<file path="src/hdl/bcsh_pkg.sv">
// Shared constants and types for the bit crusher sample-and-hold core.
package bcsh_pkg;

  // Number of channels with their own phasor and held sample.
  localparam int CHANNELS = 8;
  localparam int CH_IDX_W = (CHANNELS > 1) ? $clog2(CHANNELS) : 1;

  // Field and register widths.
  localparam int CHANNEL_W = 3;
  localparam int SAMPLE_W  = 24;
  localparam int DEPTH_W   = 5;
  localparam int RATIO_W   = 14;
  localparam int GAIN_W    = 16;
  localparam int CFG_IDX_W = 2;
  localparam int CFG_DATA_W = 16;

  // Gain is unsigned Q5.11.
  localparam int GAIN_FRAC = 11;
  localparam int PROD_W    = SAMPLE_W + GAIN_W + 1;
  localparam int SCALED_W  = PROD_W - GAIN_FRAC;

  // Register reset values.
  localparam logic [DEPTH_W-1:0] DEPTH_RESET = DEPTH_W'(24);
  localparam logic [RATIO_W-1:0] RATIO_RESET = RATIO_W'(256);
  localparam logic [GAIN_W-1:0]  GAIN_RESET  = GAIN_W'(2048);

  // Legal ranges.
  localparam logic [DEPTH_W-1:0] DEPTH_MIN = DEPTH_W'(1);
  localparam logic [DEPTH_W-1:0] DEPTH_MAX = DEPTH_W'(24);
  localparam logic [RATIO_W-1:0] RATIO_MIN = RATIO_W'(256);
  localparam logic [RATIO_W-1:0] RATIO_MAX = RATIO_W'(10240);
  localparam logic [RATIO_W:0]   ONE_Q68   = (RATIO_W+1)'(256);

  localparam logic signed [SCALED_W-1:0] SAT_HI = SCALED_W'(8388607);
  localparam logic signed [SCALED_W-1:0] SAT_LO = -SCALED_W'(8388608);

  typedef enum logic [CFG_IDX_W-1:0] {
    REG_BIT_DEPTH        = 2'd0,
    REG_DOWNSAMPLE_RATIO = 2'd1,
    REG_DRIVE_GAIN       = 2'd2
  } cfg_reg_t;

endpackage

</file>
<file path="src/hdl/bit_crusher_sample_hold_core.sv">
// Bit crusher with per-channel sample-and-hold and floor quantisation.

// One transaction in, one transaction out. Each input sample passes through
// an input register and a result register, with the phasor update, drive
// multiply, saturation and bit masking in the logic between them, so the
// core takes a new transaction every cycle unless both registers are full
// and out_ready is low. A result is offered once its input has moved from
// the input register into the result register. The per-channel phasor and
// held sample are written at the same edge that loads the result register,
// so consecutive samples of one channel always see up-to-date state.
// Configuration registers should only be written while no transaction is in
// flight.
module bit_crusher_sample_hold_core
  import bcsh_pkg::*;
(
  input  logic                        clk,
  input  logic                        rst,
  input  logic                        cfg_we,
  input  logic [CFG_IDX_W-1:0]        cfg_index,
  input  logic [CFG_DATA_W-1:0]       cfg_data,
  input  logic                        in_valid,
  output logic                        in_ready,
  input  logic [CHANNEL_W-1:0]        channel,
  input  logic signed [SAMPLE_W-1:0]  sample_in,
  output logic                        out_valid,
  input  logic                        out_ready,
  output logic signed [SAMPLE_W-1:0]  sample_out
);

  logic [DEPTH_W-1:0] bit_depth;
  logic [RATIO_W-1:0] downsample_ratio;
  logic [GAIN_W-1:0]  drive_gain;

  logic [RATIO_W-1:0]        phase_accum [CHANNELS];
  logic [SAMPLE_W-1:0]       held_sample [CHANNELS];

  logic                      stage_valid;
  logic [CHANNEL_W-1:0]      stage_channel;
  logic signed [SAMPLE_W-1:0] stage_sample;

  logic                      advance;
  logic                      ch_ok;
  logic [CH_IDX_W-1:0]       ch_idx;
  logic [RATIO_W-1:0]        ratio;
  logic [DEPTH_W-1:0]        depth;
  logic [DEPTH_W-1:0]        drop_bits;
  logic [RATIO_W:0]          phase_inc;
  logic                      take;
  logic [RATIO_W-1:0]        phase_next;
  logic signed [PROD_W-1:0]  product;
  logic signed [SCALED_W-1:0] scaled;
  logic [SAMPLE_W-1:0]       driven;
  logic [SAMPLE_W-1:0]       keep_mask;
  logic [SAMPLE_W-1:0]       crushed;
  logic [SAMPLE_W-1:0]       held_next;
  logic [SAMPLE_W-1:0]       result;

  // The input stage moves on when the result register is empty or drained.
  assign advance  = stage_valid && (!out_valid || out_ready);
  assign in_ready = !stage_valid || !out_valid || out_ready;

  always_ff @(posedge clk) begin
    if (rst) begin
      bit_depth        <= DEPTH_RESET;
      downsample_ratio <= RATIO_RESET;
      drive_gain       <= GAIN_RESET;
    end else if (cfg_we) begin
      unique case (cfg_reg_t'(cfg_index))
        REG_BIT_DEPTH:        bit_depth        <= cfg_data[DEPTH_W-1:0];
        REG_DOWNSAMPLE_RATIO: downsample_ratio <= cfg_data[RATIO_W-1:0];
        REG_DRIVE_GAIN:       drive_gain       <= cfg_data[GAIN_W-1:0];
        default: ;
      endcase
    end
  end

  always_ff @(posedge clk) begin
    if (rst) begin
      stage_valid <= 1'b0;
    end else if (in_ready) begin
      stage_valid <= in_valid;
    end
  end

  always_ff @(posedge clk) begin
    if (in_ready && in_valid) begin
      stage_channel <= channel;
      stage_sample  <= sample_in;
    end
  end

  always_comb begin
    ch_ok  = 32'(stage_channel) < CHANNELS;
    ch_idx = CH_IDX_W'(stage_channel);

    if (downsample_ratio < RATIO_MIN) begin
      ratio = RATIO_MIN;
    end else if (downsample_ratio > RATIO_MAX) begin
      ratio = RATIO_MAX;
    end else begin
      ratio = downsample_ratio;
    end

    if (bit_depth < DEPTH_MIN) begin
      depth = DEPTH_MIN;
    end else if (bit_depth > DEPTH_MAX) begin
      depth = DEPTH_MAX;
    end else begin
      depth = bit_depth;
    end
    drop_bits = DEPTH_MAX - depth;

    // Only one subtraction per sample, so the phasor stays below the
    // largest ratio plus one step.
    phase_inc = {1'b0, phase_accum[ch_idx]} + ONE_Q68;
    take      = phase_inc >= {1'b0, ratio};
    if (take) begin
      phase_next = RATIO_W'(phase_inc - {1'b0, ratio});
    end else begin
      phase_next = RATIO_W'(phase_inc);
    end

    // Arithmetic shift floors the scaled product, as required.
    product = stage_sample * $signed({1'b0, drive_gain});
    scaled  = SCALED_W'(product >>> GAIN_FRAC);
    if (scaled > SAT_HI) begin
      driven = SAMPLE_W'(SAT_HI);
    end else if (scaled < SAT_LO) begin
      driven = SAMPLE_W'(SAT_LO);
    end else begin
      driven = SAMPLE_W'(scaled);
    end

    // Clearing low bits of the offset-binary form leaves the sign bit alone,
    // so the mask can be applied to the two's complement value directly.
    keep_mask = {SAMPLE_W{1'b1}} << drop_bits;
    crushed   = driven & keep_mask;

    held_next = take ? crushed : held_sample[ch_idx];
    result    = ch_ok ? held_next : '0;
  end

  always_ff @(posedge clk) begin
    if (rst) begin
      for (int i = 0; i < CHANNELS; i++) begin
        phase_accum[i] <= '0;
        held_sample[i] <= '0;
      end
    end else if (advance && ch_ok) begin
      phase_accum[ch_idx] <= phase_next;
      held_sample[ch_idx] <= held_next;
    end
  end

  always_ff @(posedge clk) begin
    if (rst) begin
      out_valid <= 1'b0;
    end else if (!out_valid || out_ready) begin
      out_valid <= stage_valid;
    end
  end

  always_ff @(posedge clk) begin
    if (advance) begin
      sample_out <= $signed(result);
    end
  end

  // The input side stalls only when both registers are occupied and blocked.
  assert property (@(posedge clk) disable iff (rst)
    !in_ready |-> (stage_valid && out_valid && !out_ready))
    else $error("input stalled while the pipeline could move");

  // A staged sample with room downstream produces a result on the next cycle.
  assert property (@(posedge clk) disable iff (rst)
    (stage_valid && (!out_valid || out_ready)) |=> out_valid)
    else $error("staged transaction lost");

  // The quantiser always keeps at least one bit.
  assert property (@(posedge clk) disable iff (rst)
    drop_bits < DEPTH_MAX)
    else $error("quantiser would clear every bit");

  // After its update the phasor stays below the largest ratio plus one step.
  assert property (@(posedge clk) disable iff (rst)
    advance |-> (phase_next < RATIO_MAX + RATIO_W'(256)))
    else $error("phasor out of range");

endmodule
</file>
<file path="config.mk">
export PLATFORM = sky130hd
export DESIGN_NAME = bit_crusher_sample_hold_core
export DESIGN_NICKNAME = d
export VERILOG_FILES = /design/src/hdl/bcsh_pkg.sv /design/src/hdl/bit_crusher_sample_hold_core.sv
export SDC_FILE = /design/constraint.sdc
export NUM_CORES = 2
export LEC_CHECK = 0
export BUFFER_PORTS_ARGS = -buffer_cell sky130_fd_sc_hd__buf_2
export CORE_MARGIN = 1.5
export CORE_UTILIZATION = 30
export DETAILED_ROUTE_END_ITERATION = 8
export REMOVE_ABC_BUFFERS = 1
export SYNTH_ARGS = -nofsm -noshare
export SYNTH_HDL_FRONTEND = slang
export SYNTH_SLANG_ARGS = --single-unit
</file>
<file path="constraint.sdc">
create_clock -name clk -period 10.35 [get_ports clk]
set_input_delay 0.5175 -clock clk [delete_from_list [all_inputs] [get_ports clk]]
set_output_delay 0.5175 -clock clk [all_outputs]
set_load 0.03 [all_outputs]
</file>
Word level (Yosys, flattened, before mapping). Memories as Yosys holds them, arrays and structs flattened. A register that Yosys moved wholly into a read port is not among the register bits. Index checks and enable logic that the tools add are counted. Widths: inputs -> output; s select.

Output and inout port bits: 26. Flip-flop bits (word level): 88. Word-level logic and storage cells: 59. Bits of input ports: 50. Memories kept: 2. Memory bits (writable): 304.

Memories: held_sample (words 8, width 24, read ports 1, clocked after memory_dff 1, wr ports 8, line bit_crusher_sample_hold_core.sv:35) `logic [SAMPLE_W-1:0] held_sample [CHANNELS];`; phase_accum (words 8, width 14, read ports 1, clocked after memory_dff 1, wr ports 8, line bit_crusher_sample_hold_core.sv:34) `logic [RATIO_W-1:0] phase_accum [CHANNELS];`.

$add $sub $neg: 3. Equality and inequality tests: 2. Shifts and indexed selects: 1. Order comparisons: 7. Bitwise operators: 1. Multiplexer cells: 21. Reduce and logical (&&, ||, !) cells: 13. Multipliers: 1.

Operators with widths (count): $mux 24 (4); $mux 14 (4); $mul 24x17->41 (1); $gt 30x24->1 const B (1); $lt 30x24->1 const B (1); $and 24x24->24 (1); $reduce_or 24->1 (1); $shl 24x5->24 const A (1); $add 14x9->15 const B (1); $ge 15x14->1 (1); $gt 14x14->1 const B (1); $lt 14x9->1 const B (1); $reduce_or 14->1 (1); $sub 14x14->14 (1); $mux 3 (4); $mux 5 (2); $mux 1 (7); $reduce_and 2->1 (3); $gt 5x5->1 const B (1); $lt 5x1->1 const B (1); $sub 5x5->5 const A (1); $logic_or 1x1->1 (3); $eq 2x1->1 const B (1); $eq 2x2->1 const B (1); 3 further kinds (5).

Depth between registers and ports, before layout.
Word-level depth: 8. Mapped depth: 29. Mapped depth without buffers: 25.

Least setup slack after synthesis. OpenSTA, ideal clock, no wires.

Kind: register to register. Start point: reg drive_gain[9]. End point: mem held_sample[0][16] (data pin). Arrival: 6.982 ns. Buffers on the path: 5. Required time: 10.068 ns. Library setup time: 0.282 ns. Clock period less this slack: 7.264 ns. Path slack: 3.086 ns. Cell stages (with the launch flop): 29. Path through: dfxtp_1 > clkbuf_1 > clkbuf_1 > nand2_1 > fa_1 > inv_1 > fa_1 > inv_1 > fa_1 > inv_1 > fa_1 > fa_1 > inv_1 > fa_1 > inv_1 > ha_1 > buf_6 > a21oi_4 > o221ai_2 > a221o_1 > a31o_2 > nor4bb_1 > or3_1 > a221oi_2 > buf_4 > a21oi_4 > buf_6 > o21ai_4 > o22ai_1.

RTL lines: start: declaration (line bit_crusher_sample_hold_core.sv:32) `logic [GAIN_W-1:0] drive_gain;`; start signal: assignment (line bit_crusher_sample_hold_core.sv:71) `REG_DRIVE_GAIN: drive_gain <= cfg_data[GAIN_W-1:0];`; end: declaration (line bit_crusher_sample_hold_core.sv:35).

Worst setup path in the final report.
Start point: reg drive_gain[3]. End point: reg sample_out[14] (data pin).

Word-level cells in the longest chain between the ends: 6. Elaborated cells on any way between the ends: 7. Those cells by class: mul: 1; order compare: 2; mux: 3; bitwise: 1.

Ends and longest elaborated chain: $mul 24x17->41 (*) (line bit_crusher_sample_hold_core.sv:124) `product = stage_sample * $signed({1'b0, drive_gain});`; $lt 30x24->1 (line bit_crusher_sample_hold_core.sv:128) `end else if (scaled < SAT_LO) begin`; $mux 24 (line bit_crusher_sample_hold_core.sv:128); $mux 24 (*) (line bit_crusher_sample_hold_core.sv:126) `if (scaled > SAT_HI) begin`; $and 24x24->24 (*) (line bit_crusher_sample_hold_core.sv:137) `crushed = driven & keep_mask;`; $mux 24 (*) (line bit_crusher_sample_hold_core.sv:139) `held_next = take ? crushed : held_sample[ch_idx];`; net held_next[14] (line bit_crusher_sample_hold_core.sv:55) `logic [SAMPLE_W-1:0] held_next;`; end signal: assignment (line bit_crusher_sample_hold_core.sv:165) `sample_out <= $signed(result);`; end: declaration (line bit_crusher_sample_hold_core.sv:27) `output logic signed [SAMPLE_W-1:0] sample_out`.

Mark *: on every way through the listed nets, which the timed path passes. The rest lies on a longest branch. A chain may end at the register's enable or synchronous reset.

==> flow_metrics.tcl <==
set metrics [dict create \
    syn-cell-area_mm2 0.0321 \
    synth_top_family_by_area "adder cells" \
    r2r_slack_ps 1510 \
    synthCells 2974 \
    post_dp_cell_area_mm2 0.0340 \
    tns_ps 0 \
    grt_pass1_wl_um 138000 \
    via_per_inst 5.02 \
    fin_area_mm2 0.0355 \
    die_h_um 330 \
    grt_pass1_vias 23400 \
    critPathLaunchType "flip-flop" \
    cts_buffer_depth 3 \
    worst_pin_slew_ps 1170 \
    fp.coreArea_mm2 0.106 \
    clkSinkCount 395 \
    end_kind "flip-flop" \
    relSlewSlack 0.219 \
    hpwl_um 61900 \
    ys_ff_latch 395 \
    hp-start "sample_in[14]" \
    timing.rr.start "drive_gain[3]$_SDFFE_PP0P_" \
    powerDensity_mw_per_mm2 168 \
    ys_async_sr_fraction 0 \
    drv_cap 0 \
    fp-row-count 119 \
    clock-root-buffer "clkbuf_16" \
    worstHoldEndpoint "stage_sample[14]$_DFFE_PP_" \
    synth_ff_type "edfxtp_1" \
    synth-compound-area-share 0.0740 \
    status "finished, final reports clean" \
    period_needed_ps 8840 \
    first_iter_violations 1743 \
    synth_xor_xnor_area_share 0.0125 \
    fp.dieW_um 330 \
    cts_buffers 44 \
    synthAdderAreaFrac 0.280 \
    cts-hold-fix-buffers 0 \
    r2r_cells 21 \
    postCtsSetupRepairBufs 0 \
    cp.arrival_ps 9150 \
    grt_max_degree 49 \
    finalCritPeriodShare 0.854 \
    rsz0062_at_grt "false" \
    synthSimpleGateAreaFrac 0.132 \
    slew_viol_final 0 \
    overflow 0 \
    ctsResizeCount 0 \
    whs_path_depth 1 \
    wl_um 88200 \
    synth.distinct_cells 80 \
    port-buffer-count 75 \
    irDropWorstVdd_v 0.000119 \
    syn_area_per_cell_um2 10.8 \
    fmax_mhz 113 \
    dieArea_mm2 0.109 \
    finalWeightedCongestion 0.841 \
    r2r_end "sample_out[14]$_DFFE_PP_" \
    setup_viol 0 \
    ios 76 \
    finalHoldViolations 0 \
    clk-insertion-delay-late_ps 630 \
    routedWlPerCell_um 20.0 \
    drt_first_pass_iters 5 \
    clkTransAtPathRegs_ps 80 \
    antenna_found_initial 7 \
    ant_nets 0 \
    cts_tree "yes" \
    vias 22200 \
    fin_nets 3532 \
    p_leak_nw 14.8 \
    drc 0 \
    start_util 0.304 \
    critical_path_required_ps 10670 \
    drive_gt1_frac 0.106 \
    finalClockSkew_ps 66.9 \
    path_class "flip-flop to flip-flop" \
    yosys_warnings 0 \
    synth_seq_area_share 0.357 \
    antennaDiodeCount 0 \
    synth_edf_count 355 \
    area_growth_syn_to_layout_pct 10.3 \
    crit_fanout 25 \
    synth_mux_area_frac 0.0686 \
    hp-class "input pin to flip-flop" \
    track_usage 0.165 \
    h-tree-depth 2 \
]
-- Yosys cell counts, types with 6 or more instances --
library cell	number	area (um^2)
dfxtp_1	40	801
clkbuf_1	127	477
nor4_1	6	37.5
o21a_1	7	52.6
nand2_1	375	1410
o22ai_1	82	513
a31oi_1	7	43.8
and3_1	8	50.1
edfxtp_1	355	10700
nor2b_1	11	68.8
o21ai_0	28	140
ha_1	118	1480
buf_2	13	65.1
mux2i_1	37	370
nand3_1	19	95.1
xor2_1	14	123
and2_1	161	1010
a21oi_1	101	505
a41oi_2	6	97.6
mux4_2	76	1710
nor3b_1	7	52.6
fa_1	376	7530
a21o_1	18	135
inv_1	489	1840
or3_1	8	50.1
nor2_1	263	987
nand2b_1	13	81.3
nor3_1	31	155
a211oi_1	9	67.6
a221oi_1	9	78.8
o211ai_1	8	60.1
nand4_1	14	87.6
xnor2_1	32	280
mux2_2	11	124
-- worst max path at each step --
stage                                from                               to  slack (ps)  depth (start not counted)
6_report       drive_gain[3]$_SDFFE_PP0P_         sample_out[14]$_DFFE_PP_        1510                         21
5_1_grt        drive_gain[3]$_SDFFE_PP0P_  held_sample[5][7]$_SDFFCE_PN0P_        1000                         21
4_1_cts        drive_gain[3]$_SDFFE_PP0P_         sample_out[14]$_DFFE_PP_        1590                         21
3_5_place_dp   drive_gain[3]$_SDFFE_PP0P_         sample_out[14]$_DFFE_PP_        1670                         21
3_3_place_gp   drive_gain[3]$_SDFFE_PP0P_         sample_out[14]$_DFFE_PP_        1730                         21
2_1_floorplan                   flip-flop  held_sample[7][7]$_SDFFCE_PN0P_        2200                         16
-- report_power, final --
part           internal [W]  switching [W]
logic              0.000811        0.00161
registers           0.00185      0.0000863
clock network      0.000887       0.000706
-- layout by cell type, fill, tap and decap left out, drive strengths merged, types with 7 or more instances in the layout --
| master | n |
|---|---|
| a41oi | 8 |
| a31oi | 10 |
| nor3b | 7 |
| dfxtp | 40 |
| inv | 492 |
| o21ai | 36 |
| and2 | 161 |
| nor2 | 263 |
| nand2b | 13 |
| nand4 | 14 |
| or3 | 8 |
| ha | 118 |
| nor3 | 33 |
| o22ai | 87 |
| buf | 117 |
| a21o | 18 |
| xor2 | 14 |
| a21oi | 105 |
| xnor2 | 32 |
| mux2i | 37 |
| clkinv | 20 |
| mux2 | 11 |
| and3 | 8 |
| edfxtp | 355 |
| nor2b | 11 |
| nand2 | 375 |
| mux4 | 76 |
| o211ai | 9 |
| clkbuf | 56 |
| o21a | 7 |
| nand3 | 19 |
| fa | 376 |
| a211oi | 10 |
| a221oi | 10 |
-- critical path, cell delays in order (launching register included) --
cell      delay, ps
dfxtp_1        1040
nand2_1         250
fa_1            800
fa_1            530
inv_1           320
fa_1            510
fa_1            510
fa_1            490
inv_1            50
fa_1            480
inv_1            50
ha_1            360
a21oi_1         200
o21bai_1         80
a21o_1          200
a21oi_1         150
o221ai_1        140
or3_1           410
a221oi_2        800
a21oi_4         420
o32ai_2         570
o22ai_1         160
-- cell type report --
type	instances	area, um^2
multi-input cells	1940	18300
well taps	1391	1740
clock buffers	56	1170
inverters	490	1840
clock inverters	26	278
fillers	10600	70300
flip-flops and latches	395	11500
repair buffers	117	691
-- metal layers --
metal	vias up	global-route usage	wire length [um]
met1	11400	0.221	37600
met5	-	0	80
met2	749	0.272	41700
met4	12	0.0492	2520
li1	9830	-	-
met3	143	0.0296	6260
-- per-stage QoR --
step | power, W | hold WS (ps) | worst slack, ps | std cells | util
finish | 0.00595 | 76.0 | 1510 | 4415 | 0.335
global route | 0.00630 | 57.0 | 1000 | 4415 | 0.335
CTS | 0.00598 | 36.2 | 1590 | 4415 | 0.335
detailed placement | 0.00438 | 457 | 1670 | 4333 | 0.322
global placement | 0.00437 | 447 | 1730 | 4333 | 0.322
floorplan | 0.00364 | 439 | 2200 | 2825 | -
-- sequential cells by signal, indices dropped and copies added (netlist names), named ones only --
name,flops
out_valid,1
held_sample,192
phase_accum,112
stage_valid,1
bit_depth,5
sample_out,24
ch_idx,3
stage_sample,24
downsample_ratio,14
drive_gain,16
-- cell families (layout without fill, tap and decap cells) --
group           Yosys count  after routing
xor+xnor                 46             46
simple gates            937            937
compound gates          339            339
buf+inv                 639            689
flops                   395            395
mux                     124            124
fa+ha+maj               494            494
Power figures use the tool's default switching activity.
